**config.mk**
```make
export PLATFORM = sky130hd
export DESIGN_NAME = rls_update
export DESIGN_NICKNAME = d
export VERILOG_FILES = /design/src/hw/rtl/rls_pkg.sv /design/src/hw/rtl/rls_update.sv
export SDC_FILE = /design/constraint.sdc
export NUM_CORES = 1
export LEC_CHECK = 0
export ABC_AREA = 1
export ABC_CLOCK_PERIOD_IN_PS = 2600
export BUFFER_PORTS_ARGS = -buffer_cell sky130_fd_sc_hd__clkbuf_2
export CAP_MARGIN = 40
export CORE_AREA = 2 2 288 290
export DETAILED_ROUTE_END_ITERATION = 7
export DIE_AREA = 0 0 290 292
export SYNTH_ARGS = -nofsm -noshare
export SYNTH_HDL_FRONTEND = slang
export SYNTH_SLANG_ARGS = --single-unit
export TNS_END_PERCENT = 30
```
**constraint.sdc**
```tcl
create_clock -name vclk -period 2.6
set_input_delay 0.13 -clock vclk [all_inputs]
set_output_delay 0.13 -clock vclk [all_outputs]
set_load 0.01 [all_outputs]
```
**src/hw/rtl/rls_pkg.sv**
```systemverilog
// ----------------------------------------------------------------------------
// rls_pkg
// Shared types and constants for the region latency statistics block.
// ----------------------------------------------------------------------------
package rls_pkg;

  localparam int unsigned ActW          = 2;
  localparam int unsigned RegionW       = 8;
  localparam int unsigned TimeW         = 64;
  localparam int unsigned CountW        = 32;
  localparam int unsigned StatusW       = 2;
  localparam int unsigned CfgW          = 9;
  localparam int unsigned MaxRegionsDef = 256;

  typedef enum logic [ActW-1:0] {
    ACT_BEGIN = 2'd0,
    ACT_END   = 2'd1,
    ACT_READ  = 2'd2,
    ACT_CLEAR = 2'd3
  } act_e;

  typedef enum logic [StatusW-1:0] {
    STS_DONE    = 2'd0,
    STS_RANGE   = 2'd1,
    STS_NOBEGIN = 2'd2
  } status_e;

  // One statistics entry as stored in memory
  typedef struct packed {
    logic [CountW-1:0] count;
    logic [TimeW-1:0]  total;
    logic [TimeW-1:0]  min;
    logic [TimeW-1:0]  max;
  } stats_t;

  // Entry value after a clear
  localparam stats_t StatsInit = '{
    count: '0,
    total: '0,
    min:   '1,
    max:   '0
  };

endpackage

```
**src/hw/rtl/rls_update.sv**
```systemverilog
// ----------------------------------------------------------------------------
// rls_update
// Statistics update: folds one interval into an entry and selects the
// statistics returned with the result.
// ----------------------------------------------------------------------------
module rls_update (
  input  rls_pkg::act_e                act_i,
  input  rls_pkg::status_e             status_i,
  input  logic [rls_pkg::TimeW-1:0]    dt_i,
  input  rls_pkg::stats_t              entry_i,
  output rls_pkg::stats_t              entry_o,
  output logic                         we_o,
  output rls_pkg::stats_t              result_o
);

  rls_pkg::stats_t upd;
  logic            done;

  // Fold the interval in: saturating count, wrapping total, min and max
  always_comb begin
    upd.count = (&entry_i.count) ? entry_i.count : entry_i.count + rls_pkg::CountW'(1);
    upd.total = entry_i.total + dt_i;
    upd.min   = (dt_i < entry_i.min) ? dt_i : entry_i.min;
    upd.max   = (dt_i > entry_i.max) ? dt_i : entry_i.max;
  end

  assign done = (status_i == rls_pkg::STS_DONE);

  // Write back on a good end; report stats on a good end or read
  always_comb begin
    entry_o  = upd;
    we_o     = 1'b0;
    result_o = '0;
    unique case (act_i)
      rls_pkg::ACT_END: begin
        if (done) begin
          we_o     = 1'b1;
          result_o = upd;
        end
      end
      rls_pkg::ACT_READ: begin
        if (done) begin
          result_o = entry_i;
        end
      end
      rls_pkg::ACT_BEGIN, rls_pkg::ACT_CLEAR: begin
        result_o = '0;
      end
      default: begin
        result_o = '0;
      end
    endcase
  end

endmodule

```
==> flow_summary.html, run 1 <==
<table>
<tr><th>Metric</th><th>Value</th></tr>
<tr><th colspan="2">Cells and area</th></tr>
<tr><td>Growth of design area from synthesis to finish</td><td>63.0%</td></tr>
<tr><td>Net count reported at finish</td><td>4,427</td></tr>
<tr><td># clk buffers</td><td>0</td></tr>
<tr><td>Share of post-route cells with drive strength above 1</td><td>37.7%</td></tr>
<tr><td>Sequential standard cell area</td><td>0 um^2</td></tr>
<tr><td>Layout Cells excl Fill</td><td>5,016</td></tr>
<tr><td>Final design instance area without fill</td><td>24,700 um^2</td></tr>
<tr><td>Final sequential cell count</td><td>0</td></tr>
<tr><th colspan="2">Floorplan</th></tr>
<tr><td># IOs</td><td>741</td></tr>
<tr><td>Row count</td><td>105</td></tr>
<tr><td>Core Area</td><td>81,600 um^2</td></tr>
<tr><td>Die X-Extent</td><td>290 um</td></tr>
<tr><td>Height of the die</td><td>292 um</td></tr>
<tr><td>Starting density of the core</td><td>18.6%</td></tr>
<tr><td>Die outline area</td><td>84,700 um^2</td></tr>
<tr><th colspan="2">Route</th></tr>
<tr><td>1st-iter DRT viols</td><td>1,462</td></tr>
<tr><td>Detailed-route via count</td><td>23,200</td></tr>
<tr><td>Antenna-violating nets left</td><td>0</td></tr>
<tr><td>Detailed-route wire length on metal 1</td><td>45.2 mm</td></tr>
<tr><td>Number of remaining DRC errors</td><td>0</td></tr>
<tr><td>Detailed Routing Iterations Pass 1</td><td>5</td></tr>
<tr><td>Sum of routed wire length over all layers</td><td>110 mm</td></tr>
<tr><td>Post-DR wirelength/cell</td><td>21.9 um</td></tr>
<tr><td>Met3 WL</td><td>7.41 mm</td></tr>
<tr><td>Top Metal Used</td><td>met5</td></tr>
<tr><td>Number of vias per cell</td><td>4.63</td></tr>
<tr><td>Met2 wire len</td><td>52.2 mm</td></tr>
<tr><th colspan="2">Global route</th></tr>
<tr><td>Number of antenna violations at the first check in global routing</td><td>8</td></tr>
<tr><td>Overall fraction of global-route tracks in use</td><td>23.4%</td></tr>
<tr><td>First-pass GRT wire length</td><td>146 mm</td></tr>
<tr><td>Via count of the first global-routing pass</td><td>22,147</td></tr>
<tr><td>Pin count of the biggest net entering global routing</td><td>73</td></tr>
<tr><td>Leftover overflow at the end of global routing</td><td>0</td></tr>
<tr><th colspan="2">Pwr</th></tr>
<tr><td>P_int</td><td>2.41 mW</td></tr>
<tr><td>Clock share of power</td><td>0%</td></tr>
<tr><td>Pwr dens</td><td>241 nW/um^2</td></tr>
<tr><td>Lkg Pwr</td><td>13.9 nW</td></tr>
<tr><td>Power share of the combinational group</td><td>100.0%</td></tr>
<tr><td>Portion of total power attributed to sequential cells</td><td>0%</td></tr>
<tr><td>Share of total power consumed by net switching</td><td>59.6%</td></tr>
<tr><td>Largest voltage drop on the vdd net</td><td>83.9 uV</td></tr>
<tr><td>P_sw</td><td>3.56 mW</td></tr>
<tr><th colspan="2">Timing</th></tr>
<tr><td>Maximum achievable frequency</td><td>386 MHz</td></tr>
<tr><td>Total count of max-transition violations in the final report</td><td>0</td></tr>
<tr><td>Final clock period utilization by the worst path</td><td>99.5%</td></tr>
<tr><td>Worst Max-Slew Pin Slew</td><td>0.547 ns</td></tr>
<tr><td>Final Hold Vio Count</td><td>0</td></tr>
<tr><td>Setup repair after global routing missed its margin</td><td>true</td></tr>
<tr><td>Final-report setup violation count</td><td>0</td></tr>
<tr><td>Relative slew margins</td><td>63.3%</td></tr>
<tr><td>Minimum clock period</td><td>2.59 ns</td></tr>
<tr><th colspan="2">Place</th></tr>
<tr><td>Number of port buffers</td><td>741</td></tr>
<tr><td>Number of placed instances with taps included</td><td>4,981</td></tr>
<tr><td>Cell area after placement</td><td>22,600 um^2</td></tr>
<tr><td>DPL Wire Length</td><td>94.9 mm</td></tr>
<tr><td>Weighted congestion at the end of routability-driven global placement</td><td>0.946</td></tr>
<tr><th colspan="2">Critical path</th></tr>
<tr><td>Max Fanout on Critical Path</td><td>4</td></tr>
<tr><td>Critical Setup Path Class</td><td>input pin to output pin</td></tr>
<tr><td>Type of origin of the critical path</td><td>input pin</td></tr>
<tr><td>Maximum cell stage delay along the critical path</td><td>0.30 ns</td></tr>
<tr><td>Launch point of the critical path</td><td>dt_i[49]</td></tr>
<tr><td>Cell with the largest stage delay on the worst path</td><td>sky130_fd_sc_hd__nor4_4</td></tr>
<tr><td>Critical Path End Type</td><td>output pin</td></tr>
<tr><td>Critical path cell sequence</td><td>buf_4 &gt; buf_6 &gt; ha_4 &gt; nand2_4 &gt; nor4_4 &gt; nand2_2 &gt; nor2_2 &gt; buf_6 &gt; nand4_4 &gt; buf_12 &gt; buf_8 &gt; buf_4 &gt; nand3_2 &gt; nand3_1 &gt; nand2_2 &gt; clkbuf_2</td></tr>
<tr><td>WP data arrival</td><td>2.46 ns</td></tr>
<tr><td>Required time of the critical path</td><td>2.47 ns</td></tr>
<tr><th colspan="2">Logic synthesis</th></tr>
<tr><td>Sequential element share of the synthesized area</td><td>0%</td></tr>
<tr><td>Count of cell types in the netlist</td><td>47</td></tr>
<tr><td>Post-Synthesis Cells</td><td>2,891</td></tr>
<tr><td>Cell accounting for the most synthesized area</td><td>sky130_fd_sc_hd__nand2_1</td></tr>
<tr><td>Area of the mapped netlist</td><td>15,200 um^2</td></tr>
<tr><td>Number of synthesis warnings</td><td>0</td></tr>
<tr><td>Synth Net Count</td><td>3,375</td></tr>
<tr><td>Top cells by area, synth</td><td>sky130_fd_sc_hd__nand2_1 (24%), sky130_fd_sc_hd__ha_1 (16%), sky130_fd_sc_hd__inv_1 (11%), sky130_fd_sc_hd__nand3_1 (9.7%), sky130_fd_sc_hd__and2_1 (6.5%)</td></tr>
<tr><td>Mean instance size in the synthesized netlist</td><td>5.25 um^2</td></tr>
<tr><td>Area share of the largest cell type after synthesis</td><td>23.8%</td></tr>
<tr><th colspan="2">Status</th></tr>
<tr><td>Result of the run</td><td>finished clean</td></tr>
<tr><th colspan="2">Run</th></tr>
<tr><td>Max_cap viols</td><td>0</td></tr>
<tr><th colspan="2">Clock network</th></tr>
<tr><td>Number of hold buffers added after cts</td><td>0</td></tr>
<tr><th colspan="2">Hold path</th></tr>
<tr><td>Worst Hold Launch</td><td>entry_i[21]</td></tr>
<tr><td>Path class of the lowest-slack min-delay path</td><td>input pin to output pin</td></tr>
</table>
[cell type report]
cell class         instances  area, um^2
multi-input cells       2342       14200
inverters                460        1740
fillers                 9314       56800
repair buffers          1139        7440
well taps               1070        1340
diodes                     5        12.5
[path summary, 6_finish.rpt]
check | to | slack [ns] | cells past startpoint
worst min-delay path | result_o[21] | 0.56 | 4
worst max-delay path | result_o[41] | 0.01 | 16
[cell usage after synthesis, types with 2 or more instances]
library cell               count
sky130_fd_sc_hd__a22o_1       12
sky130_fd_sc_hd__inv_1       452
sky130_fd_sc_hd__a21o_1        5
sky130_fd_sc_hd__o21ai_0     104
sky130_fd_sc_hd__o21ai_1      17
sky130_fd_sc_hd__o21a_1        6
sky130_fd_sc_hd__nand3b_1     11
sky130_fd_sc_hd__nor2_4        2
sky130_fd_sc_hd__a31oi_1       2
sky130_fd_sc_hd__a21oi_2       2
sky130_fd_sc_hd__nand2_4       2
sky130_fd_sc_hd__a21boi_0      3
sky130_fd_sc_hd__nor4_1        9
sky130_fd_sc_hd__a21oi_1     159
sky130_fd_sc_hd__nor3_2        7
sky130_fd_sc_hd__nand3_1     294
sky130_fd_sc_hd__xor2_1       50
sky130_fd_sc_hd__clkbuf_1     35
sky130_fd_sc_hd__buf_4        25
sky130_fd_sc_hd__nand4_2       2
sky130_fd_sc_hd__o22ai_1       6
sky130_fd_sc_hd__ha_1        191
sky130_fd_sc_hd__xnor2_1       7
sky130_fd_sc_hd__nor2_1      186
sky130_fd_sc_hd__nand4_1      22
sky130_fd_sc_hd__nor3_1       29
sky130_fd_sc_hd__inv_2         7
sky130_fd_sc_hd__nand3_2      67
sky130_fd_sc_hd__nand2_1     962
sky130_fd_sc_hd__o21bai_1      9
sky130_fd_sc_hd__and2_1      157
sky130_fd_sc_hd__nor2_2        4
sky130_fd_sc_hd__buf_2        13
sky130_fd_sc_hd__buf_1         3
sky130_fd_sc_hd__nand2_2       5
sky130_fd_sc_hd__buf_12       13
[metrics by stage]
step / setup TNS (ns) / total power [mW] / hold WS (ns) / setup WS (ns) / util [%]
final: 0 / 5.97 / 0.561 / 0.0126 / 30.3
after global placement: -7.55 / 5.34 / 0.562 / -0.287 / 27.7
after global routing: -1.12 / 6.41 / 0.583 / -0.0397 / 30.3
after floorplan: 0 / 2.57 / 0.331 / 0.541 / -
after CTS: -0.0269 / 5.39 / 0.562 / -0.0201 / 27.9
after detailed placement: -8.49 / 5.33 / 0.562 / -0.277 / 27.7
[critical path, delay by kind of cell]
family        cells  cell delay [ns]
simple gates      8             1.04
buf+inv           7             0.98
fa+ha+maj         1             0.27
[cells in the final DEF, fill, tap and decap left out, drive strengths merged]
cell / n
fa: 1
nor4: 10
a21o: 5
buf: 431
nand3b: 11
nand4: 24
clkinv: 1
o21ai: 121
nor2: 193
xnor2: 7
o22ai: 6
or2: 3
nor3: 36
o21a: 6
and2: 157
a22o: 12
xor2: 51
and3: 1
a21oi: 161
ha: 191
a21boi: 4
diode: 5
nand3: 361
nand2: 970
clkbuf: 708
a31oi: 2
o21bai: 9
inv: 459
[logic make-up after synthesis]
group	count (synthesis)	synth area share, %
buf+inv	550	15.8
compound gates	326	11.6
fa+ha+maj	192	15.9
simple gates	1765	53.4
xor+xnor	58	3.40
[power groups by stage]
stage          Combinational, mW  Sequential (mW)    Clock, mW
3_3_place_gp                5.34                0            0
3_5_place_dp                5.33                0            0
2_1_floorplan               2.57                0            0
4_1_cts                     5.39                0            0
6_report                    5.97                0  0.000000178
5_1_grt                     6.41                0  0.000000155
[repair_timing]
action,in CTS,in global routing
setup endpoints to repair,155,335
cloned,0,14
gates resized for setup,41,396
pin swaps,5,55
hold endpoints to repair,0,0
setup buffers,1,16
[metal layers]
metal | vias up | GRT usage [%]
li1 | 11332 | -
met1 | 10726 | 28.6
met3 | 181 | 4.29
met5 | - | 0
met4 | 8 | 8.69
met2 | 953 | 40.7
Note: power is estimated with default switching activity, not from simulation.
==> run 2: changes to the inputs <==
Settings changed: BUFFER_PORTS_ARGS -buffer_cell sky130_fd_sc_hd__clkbuf_2 to -buffer_cell sky130_fd_sc_hd__buf_2.
==> flow_summary.html, run 2 (synthesized netlist as in run 1, its figures left out) <==
<table>
<tr><th>Metric</th><th>Value</th></tr>
<tr><th colspan="2">Status</th></tr>
<tr><td>Result of the run</td><td>finished clean (unchanged)</td></tr>
<tr><th colspan="2">Route</th></tr>
<tr><td>Antenna-violating nets left</td><td>0 (unchanged)</td></tr>
<tr><td>Sum of routed wire length over all layers</td><td>109 mm (was 110 mm)</td></tr>
<tr><td>1st-iter DRT viols</td><td>1,414 (was 1,462)</td></tr>
<tr><td>Number of remaining DRC errors</td><td>0 (unchanged)</td></tr>
<tr><td>Post-DR wirelength/cell</td><td>21.9 um (about the same)</td></tr>
<tr><td>Number of vias per cell</td><td>4.60 (was 4.63)</td></tr>
<tr><td>Detailed-route via count</td><td>22,960 (was 23,200)</td></tr>
<tr><td>Detailed Routing Iterations Pass 1</td><td>5 (unchanged)</td></tr>
<tr><th colspan="2">Pwr</th></tr>
<tr><td>Clock share of power</td><td>0% (about the same)</td></tr>
<tr><td>P_sw</td><td>3.46 mW (was 3.56 mW)</td></tr>
<tr><td>Largest voltage drop on the vdd net</td><td>75.8 uV (was 83.9 uV)</td></tr>
<tr><td>Portion of total power attributed to sequential cells</td><td>0% (about the same)</td></tr>
<tr><td>Power share of the combinational group</td><td>100.0% (about the same)</td></tr>
<tr><td>Pwr dens</td><td>242 nW/um^2 (was 241 nW/um^2)</td></tr>
<tr><td>Total power after layout</td><td>5.81 mW (was 5.97 mW)</td></tr>
<tr><td>Share of total power consumed by net switching</td><td>59.6% (about the same)</td></tr>
<tr><td>Lkg Pwr</td><td>13.7 nW (was 13.9 nW)</td></tr>
<tr><td>P_int</td><td>2.35 mW (was 2.41 mW)</td></tr>
<tr><th colspan="2">Cells and area</th></tr>
<tr><td>Commonest non-fill, non-tap cell in the layout</td><td>sky130_fd_sc_hd__nand2_1 (unchanged)</td></tr>
<tr><td>Growth of design area from synthesis to finish</td><td>58.4% (was 63.0%)</td></tr>
<tr><td>Net count reported at finish</td><td>4,394 (was 4,427)</td></tr>
<tr><td>Post-layout util</td><td>29.5% (was 30.3%)</td></tr>
<tr><td>Share of post-route cells with drive strength above 1</td><td>35.9% (was 37.7%)</td></tr>
<tr><td>Multi-input gate area in the final layout</td><td>13,800 um^2 (was 14,200 um^2)</td></tr>
<tr><td>Count of filler cells inserted in the layout</td><td>9,363 (was 9,314)</td></tr>
<tr><td>Sequential standard cell area</td><td>0 um^2 (unchanged)</td></tr>
<tr><td># clk buffers</td><td>0 (unchanged)</td></tr>
<tr><td>Final sequential cell count</td><td>0 (unchanged)</td></tr>
<tr><td>Top library cells by usage in the layout, fill and taps aside</td><td>sky130_fd_sc_hd__nand2_1 (912), sky130_fd_sc_hd__buf_2 (719), sky130_fd_sc_hd__inv_1 (442) (was sky130_fd_sc_hd__nand2_1 (895), sky130_fd_sc_hd__clkbuf_2 (686), sky130_fd_sc_hd__inv_1 (447))</td></tr>
<tr><th colspan="2">Floorplan</th></tr>
<tr><td>Core Area</td><td>81,600 um^2 (unchanged)</td></tr>
<tr><td>Die X-Extent</td><td>290 um (unchanged)</td></tr>
<tr><td>Height of the die</td><td>292 um (unchanged)</td></tr>
<tr><td># IOs</td><td>741 (unchanged)</td></tr>
<tr><td>Row count</td><td>105 (unchanged)</td></tr>
<tr><td>Starting density of the core</td><td>18.6% (unchanged)</td></tr>
<tr><td>Die outline area</td><td>84,700 um^2 (unchanged)</td></tr>
<tr><th colspan="2">Critical path</th></tr>
<tr><td>Critical Setup Path Class</td><td>input pin to output pin (unchanged)</td></tr>
<tr><td>Type of origin of the critical path</td><td>input pin (unchanged)</td></tr>
<tr><td>WP data arrival</td><td>2.43 ns (was 2.46 ns)</td></tr>
<tr><td>Required time of the critical path</td><td>2.47 ns (about the same)</td></tr>
<tr><td>Max Fanout on Critical Path</td><td>9 (was 4)</td></tr>
<tr><td>Critical Path End Type</td><td>output pin (unchanged)</td></tr>
<tr><th colspan="2">Timing</th></tr>
<tr><td>Minimum clock period</td><td>2.56 ns (was 2.59 ns)</td></tr>
<tr><td>Worst hold margin</td><td>0.556 ns (was 0.561 ns)</td></tr>
<tr><td>Worst Max-Slew Pin Slew</td><td>0.562 ns (was 0.547 ns)</td></tr>
<tr><td>Total count of max-transition violations in the final report</td><td>0 (unchanged)</td></tr>
<tr><td>Final clock period utilization by the worst path</td><td>98.3% (was 99.5%)</td></tr>
<tr><td>Setup repair after global routing missed its margin</td><td>true (unchanged)</td></tr>
<tr><td>Sum of negative setup slack</td><td>0 ns (unchanged)</td></tr>
<tr><td>Final-report setup violation count</td><td>0 (unchanged)</td></tr>
<tr><td>Final Hold Vio Count</td><td>0 (unchanged)</td></tr>
<tr><td>Worst Slack Setup Final</td><td>0.0439 ns (was 0.0126 ns)</td></tr>
<tr><td>Maximum achievable frequency</td><td>391 MHz (was 386 MHz)</td></tr>
<tr><td>Relative slew margins</td><td>62.1% (was 63.3%)</td></tr>
<tr><th colspan="2">Place</th></tr>
<tr><td>Weighted congestion at the end of routability-driven global placement</td><td>0.963 (was 0.946)</td></tr>
<tr><td>Setup Slack @ Placement</td><td>-0.430 ns (was -0.277 ns)</td></tr>
<tr><td>DPL Wire Length</td><td>93.8 mm (was 94.9 mm)</td></tr>
<tr><td>Number of port buffers</td><td>741 (unchanged)</td></tr>
<tr><th colspan="2">Global route</th></tr>
<tr><td>GR met2 Demand/Resource</td><td>41.0% (was 40.7%)</td></tr>
<tr><td>Overall fraction of global-route tracks in use</td><td>23.2% (was 23.4%)</td></tr>
<tr><td>First-pass GRT wire length</td><td>146 mm (about the same)</td></tr>
<tr><td>GRT Max-Usage Layer</td><td>met2 (unchanged)</td></tr>
<tr><td>Global-route met1 utilization</td><td>28.5% (was 28.6%)</td></tr>
<tr><td>Leftover overflow at the end of global routing</td><td>0 (unchanged)</td></tr>
<tr><td>Number of antenna violations at the first check in global routing</td><td>20 (was 8)</td></tr>
<tr><td>Pin count of the biggest net entering global routing</td><td>69 (was 73)</td></tr>
<tr><td>Via count of the first global-routing pass</td><td>21,903 (was 22,147)</td></tr>
<tr><td>Global-route track usage on met3</td><td>4.22% (was 4.29%)</td></tr>
<tr><th colspan="2">Run</th></tr>
<tr><td>Max_cap viols</td><td>0 (unchanged)</td></tr>
<tr><th colspan="2">Hold path</th></tr>
<tr><td>Path class of the lowest-slack min-delay path</td><td>input pin to output pin (unchanged)</td></tr>
<tr><th colspan="2">Clock network</th></tr>
<tr><td>Number of hold buffers added after cts</td><td>0 (unchanged)</td></tr>
</table>
==> run 2: cell types whose count changed in the layout (fill, tap and decap cells not counted), sizes merged <==
cell and change:
clkbuf -687, buf +654, diode +6
==> run 2: metrics by stage <==
stage | area (um^2) | cells
floorplan | 15200 | 2891
global placement | 22300 | 4939
detailed placement | 22300 | 4939
CTS | 22500 | 4943
global route | 24000 | 4984
finish | 24000 | 4989
==> run 2: routing by layer <==
| metal | routed length (um) | part of all wire [%] | vias to the layer above |
|---|---|---|---|
| met5 | 79 | 0.072 | - |
| met1 | 45100 | 41 | 10563 |
| met4 | 4450 | 4.1 | 12 |
| li1 | - | - | 11272 |
| met3 | 7850 | 7.2 | 173 |
| met2 | 51700 | 47 | 940 |
==> run 2: worst paths after layout <==
kind                     from             to  slack, ns  cells after the start
setup / recovery     dt_i[59]  result_o[116]       0.04                     17
hold / removal    entry_i[31]   result_o[31]       0.56                      4
==> run 2: final cells by class <==
cell class / instances / share of cell area [%]
Antenna cell: 11 / 0.114
Inverter: 460 / 7.22
Multi-Input combinational cell: 2342 / 57.6
Tap cell: 1070 / 5.57
Timing Repair Buffer: 1106 / 29.5
==> run 2: critical path, stage by stage <==
cell and delay, ns:
sky130_fd_sc_hd__clkbuf_4 0.19, sky130_fd_sc_hd__ha_4 0.29, sky130_fd_sc_hd__nand2_1 0.05, sky130_fd_sc_hd__inv_2 0.05, sky130_fd_sc_hd__nand3_1 0.08, sky130_fd_sc_hd__nor3_2 0.26, sky130_fd_sc_hd__nand2_2 0.14, sky130_fd_sc_hd__nor2_2 0.14
sky130_fd_sc_hd__buf_4 0.14, sky130_fd_sc_hd__nand2_4 0.09, sky130_fd_sc_hd__nand2_8 0.13, sky130_fd_sc_hd__buf_12 0.16, sky130_fd_sc_hd__clkbuf_16 0.18, sky130_fd_sc_hd__nand2_1 0.06, sky130_fd_sc_hd__nand3_1 0.07, sky130_fd_sc_hd__nand2_1 0.08
sky130_fd_sc_hd__buf_2 0.15
==> run 2: timing repair <==
action	4_1_cts	5_1_grt
gates resized for setup	52	240
buffers inserted	4	18
pin swaps	3	49
gates cloned	0	17
setup endpoints to repair	151	322
==> run 2: power groups by stage <==
| stage | clock, mW | sequential, mW | combinational [mW] |
|---|---|---|---|
| floorplan | 0 | 0 | 2.57 |
| detailed placement | 0 | 0 | 5.25 |
| CTS | 0 | 0 | 5.34 |
| finish | 0.000000452 | 0 | 5.81 |
| global route | 0.000000309 | 0 | 6.27 |
| global placement | 0 | 0 | 5.25 |
==> run 3: changes to the inputs <==
Settings changed: BUFFER_PORTS_ARGS -buffer_cell sky130_fd_sc_hd__buf_2 to not set, DONT_BUFFER_PORTS set to 1.
==> flow_summary.html, run 3 (synthesized netlist as in run 1, its figures left out) <==
<table>
<tr><th>Metric</th><th>Value</th></tr>
<tr><th colspan="2">Timing</th></tr>
<tr><td>Setup repair after global routing missed its margin</td><td>false (was true)</td></tr>
<tr><td>Maximum achievable frequency</td><td>402 MHz (was 391 MHz)</td></tr>
<tr><td>Final-report setup violation count</td><td>0 (unchanged)</td></tr>
<tr><td>Worst Slack Setup Final</td><td>0.113 ns (was 0.0439 ns)</td></tr>
<tr><td>Final clock period utilization by the worst path</td><td>95.7% (was 98.3%)</td></tr>
<tr><td>Final Hold Vio Count</td><td>0 (unchanged)</td></tr>
<tr><td>Worst hold margin</td><td>0.339 ns (was 0.556 ns)</td></tr>
<tr><td>Relative slew margins</td><td>51.2% (was 62.1%)</td></tr>
<tr><td>Sum of negative setup slack</td><td>0 ns (unchanged)</td></tr>
<tr><td>Worst Max-Slew Pin Slew</td><td>0.726 ns (was 0.562 ns)</td></tr>
<tr><td>Total count of max-transition violations in the final report</td><td>0 (unchanged)</td></tr>
<tr><td>Minimum clock period</td><td>2.49 ns (was 2.56 ns)</td></tr>
<tr><th colspan="2">Cells and area</th></tr>
<tr><td>Growth of design area from synthesis to finish</td><td>18.5% (was 58.4%)</td></tr>
<tr><td>Net count reported at finish</td><td>3,495 (was 4,394)</td></tr>
<tr><td>Commonest non-fill, non-tap cell in the layout</td><td>sky130_fd_sc_hd__nand2_1 (unchanged)</td></tr>
<tr><td>Share of post-route cells with drive strength above 1</td><td>11.1% (was 35.9%)</td></tr>
<tr><td>Count of filler cells inserted in the layout</td><td>9,539 (was 9,363)</td></tr>
<tr><td>Top library cells by usage in the layout, fill and taps aside</td><td>sky130_fd_sc_hd__nand2_1 (954), sky130_fd_sc_hd__inv_1 (449), sky130_fd_sc_hd__nand3_1 (293) (was sky130_fd_sc_hd__nand2_1 (912), sky130_fd_sc_hd__buf_2 (719), sky130_fd_sc_hd__inv_1 (442))</td></tr>
<tr><td>Sequential standard cell area</td><td>0 um^2 (unchanged)</td></tr>
<tr><td># clk buffers</td><td>0 (unchanged)</td></tr>
<tr><td>Final sequential cell count</td><td>0 (unchanged)</td></tr>
<tr><td>Final design instance area without fill</td><td>18,000 um^2 (was 24,000 um^2)</td></tr>
<tr><th colspan="2">Critical path</th></tr>
<tr><td>Critical Path End Type</td><td>output pin (unchanged)</td></tr>
<tr><td>Launch point of the critical path</td><td>dt_i[28] (was dt_i[59])</td></tr>
<tr><td>WP data arrival</td><td>2.36 ns (was 2.43 ns)</td></tr>
<tr><td>Max Fanout on Critical Path</td><td>4 (was 9)</td></tr>
<tr><td>Required time of the critical path</td><td>2.47 ns (about the same)</td></tr>
<tr><td>Endpoint of the most critical setup path</td><td>result_o[159] (was result_o[116])</td></tr>
<tr><td>Critical Setup Path Class</td><td>input pin to output pin (unchanged)</td></tr>
<tr><td>Type of origin of the critical path</td><td>input pin (unchanged)</td></tr>
<tr><th colspan="2">Place</th></tr>
<tr><td>Cell area after placement</td><td>17,900 um^2 (was 22,300 um^2)</td></tr>
<tr><td>Weighted congestion at the end of routability-driven global placement</td><td>0.984 (was 0.963)</td></tr>
<tr><td>DPL Wire Length</td><td>89.9 mm (was 93.8 mm)</td></tr>
<tr><td>Number of port buffers</td><td>0 (was 741)</td></tr>
<tr><td>Setup Slack @ Placement</td><td>-0.166 ns (was -0.430 ns)</td></tr>
<tr><th colspan="2">Floorplan</th></tr>
<tr><td>Core Area</td><td>81,600 um^2 (unchanged)</td></tr>
<tr><td>Starting density of the core</td><td>18.6% (unchanged)</td></tr>
<tr><td>Row count</td><td>105 (unchanged)</td></tr>
<tr><td># IOs</td><td>741 (unchanged)</td></tr>
<tr><td>Height of the die</td><td>292 um (unchanged)</td></tr>
<tr><td>Die outline area</td><td>84,700 um^2 (unchanged)</td></tr>
<tr><td>Die X-Extent</td><td>290 um (unchanged)</td></tr>
<tr><th colspan="2">Pwr</th></tr>
<tr><td>Share of total power consumed by net switching</td><td>66.3% (was 59.6%)</td></tr>
<tr><td>P_int</td><td>1.39 mW (was 2.35 mW)</td></tr>
<tr><td>Pwr dens</td><td>230 nW/um^2 (was 242 nW/um^2)</td></tr>
<tr><td>Lkg Pwr</td><td>9.57 nW (was 13.7 nW)</td></tr>
<tr><td>Portion of total power attributed to sequential cells</td><td>0% (about the same)</td></tr>
<tr><td>Largest voltage drop on the vdd net</td><td>78.1 uV (was 75.8 uV)</td></tr>
<tr><td>Clock share of power</td><td>0% (about the same)</td></tr>
<tr><td>P_sw</td><td>2.75 mW (was 3.46 mW)</td></tr>
<tr><td>Power share of the combinational group</td><td>100.0% (about the same)</td></tr>
<tr><td>Total power after layout</td><td>4.14 mW (was 5.81 mW)</td></tr>
<tr><th colspan="2">Route</th></tr>
<tr><td>Antenna-violating nets left</td><td>0 (unchanged)</td></tr>
<tr><td>1st-iter DRT viols</td><td>1,172 (was 1,414)</td></tr>
<tr><td>Number of remaining DRC errors</td><td>0 (unchanged)</td></tr>
<tr><td>Post-DR wirelength/cell</td><td>24.7 um (was 21.9 um)</td></tr>
<tr><td>Sum of routed wire length over all layers</td><td>101 mm (was 109 mm)</td></tr>
<tr><td>Detailed Routing Iterations Pass 1</td><td>5 (unchanged)</td></tr>
<tr><td>Number of vias per cell</td><td>4.77 (was 4.60)</td></tr>
<tr><td>Detailed-route via count</td><td>19,444 (was 22,960)</td></tr>
<tr><th colspan="2">Run</th></tr>
<tr><td>Max_cap viols</td><td>0 (unchanged)</td></tr>
<tr><th colspan="2">Global route</th></tr>
<tr><td>Overall fraction of global-route tracks in use</td><td>22.6% (was 23.2%)</td></tr>
<tr><td>Leftover overflow at the end of global routing</td><td>0 (unchanged)</td></tr>
<tr><td>Pin count of the biggest net entering global routing</td><td>65 (was 69)</td></tr>
<tr><td>Number of antenna violations at the first check in global routing</td><td>11 (was 20)</td></tr>
<tr><td>First-pass GRT wire length</td><td>139 mm (was 146 mm)</td></tr>
<tr><td>Via count of the first global-routing pass</td><td>19,128 (was 21,903)</td></tr>
<tr><th colspan="2">Hold path</th></tr>
<tr><td>Path class of the lowest-slack min-delay path</td><td>input pin to output pin (unchanged)</td></tr>
<tr><th colspan="2">Status</th></tr>
<tr><td>Result of the run</td><td>finished clean (unchanged)</td></tr>
<tr><th colspan="2">Clock network</th></tr>
<tr><td>Number of hold buffers added after cts</td><td>0 (unchanged)</td></tr>
</table>
[run 3: cell count changes in the layout (fill, tap and decap cells not counted), moves of 28 or more]
cell	delta
sky130_fd_sc_hd__ha_1	+34
sky130_fd_sc_hd__nor2_2	-30
sky130_fd_sc_hd__nand2_2	-35
sky130_fd_sc_hd__nor2_1	+33
sky130_fd_sc_hd__nand2_1	+42
sky130_fd_sc_hd__buf_2	-719
sky130_fd_sc_hd__buf_4	-153
sky130_fd_sc_hd__a21oi_1	+28
[run 3: stage by stage]
step	util, %	instances
after floorplan	-	2891
after global placement	21.9	4078
after detailed placement	21.9	4078
after CTS	21.9	4078
after global routing	22.0	4080
final	22.0	4080
[run 3: area by class of cell]
type | count | area [um^2] | area share (%)
inverters | 460 | 1740 | 9.69
diodes | 1 | 2.50 | 0.0139
repair buffers | 208 | 2020 | 11.2
multi-input cells | 2341 | 12900 | 71.6
well taps | 1070 | 1340 | 7.44
[run 3: layer usage]
layer | share of wire, % | wire, um | global-route usage (%)
met5 | 0.035 | 35 | 0
met4 | 4.4 | 4440 | 8.30
met3 | 9.4 | 9490 | 7.19
met2 | 47 | 47400 | 39.6
met1 | 39 | 39300 | 25.5
[run 3: how the worst min path moves through the flow]
stage,startpoint,to,slack (ns),cells past startpoint
after floorplan,entry_i[218],entry_o[218],0.33,1
after global placement,entry_i[218],entry_o[218],0.34,1
after detailed placement,entry_i[218],entry_o[218],0.34,1
after CTS,entry_i[218],entry_o[218],0.34,1
after global routing,entry_i[218],entry_o[218],0.34,1
final,entry_i[218],entry_o[218],0.34,1
[run 3: repair_timing]
item / 4_1_cts / 5_1_grt
setup buffers: 0 / 1
pin swaps: 1 / 2
endpoints found under the setup margin: 4 / 29
gates resized for setup: 2 / 22
[run 3: critical path, stage by stage]
cell and delay [ns]:
sky130_fd_sc_hd__ha_1 0.39, sky130_fd_sc_hd__a21oi_1 0.35, sky130_fd_sc_hd__o21ai_0 0.20, sky130_fd_sc_hd__o21bai_1 0.21
sky130_fd_sc_hd__a21oi_1 0.12, sky130_fd_sc_hd__nand2_1 0.25, sky130_fd_sc_hd__xor2_1 0.23, sky130_fd_sc_hd__buf_4 0.19
sky130_fd_sc_hd__nand2_1 0.06, sky130_fd_sc_hd__nand2_1 0.08, sky130_fd_sc_hd__buf_12 0.14
[run 3: power groups by stage]
stage | logic (mW) | registers, mW | clock network [mW]
floorplan | 2.57 | 0 | 0
global placement | 4.09 | 0 | 0
detailed placement | 4.10 | 0 | 0
CTS | 4.12 | 0 | 0
global route | 4.53 | 0 | 0.0000000514
finish | 4.14 | 0 | 0.0000000514
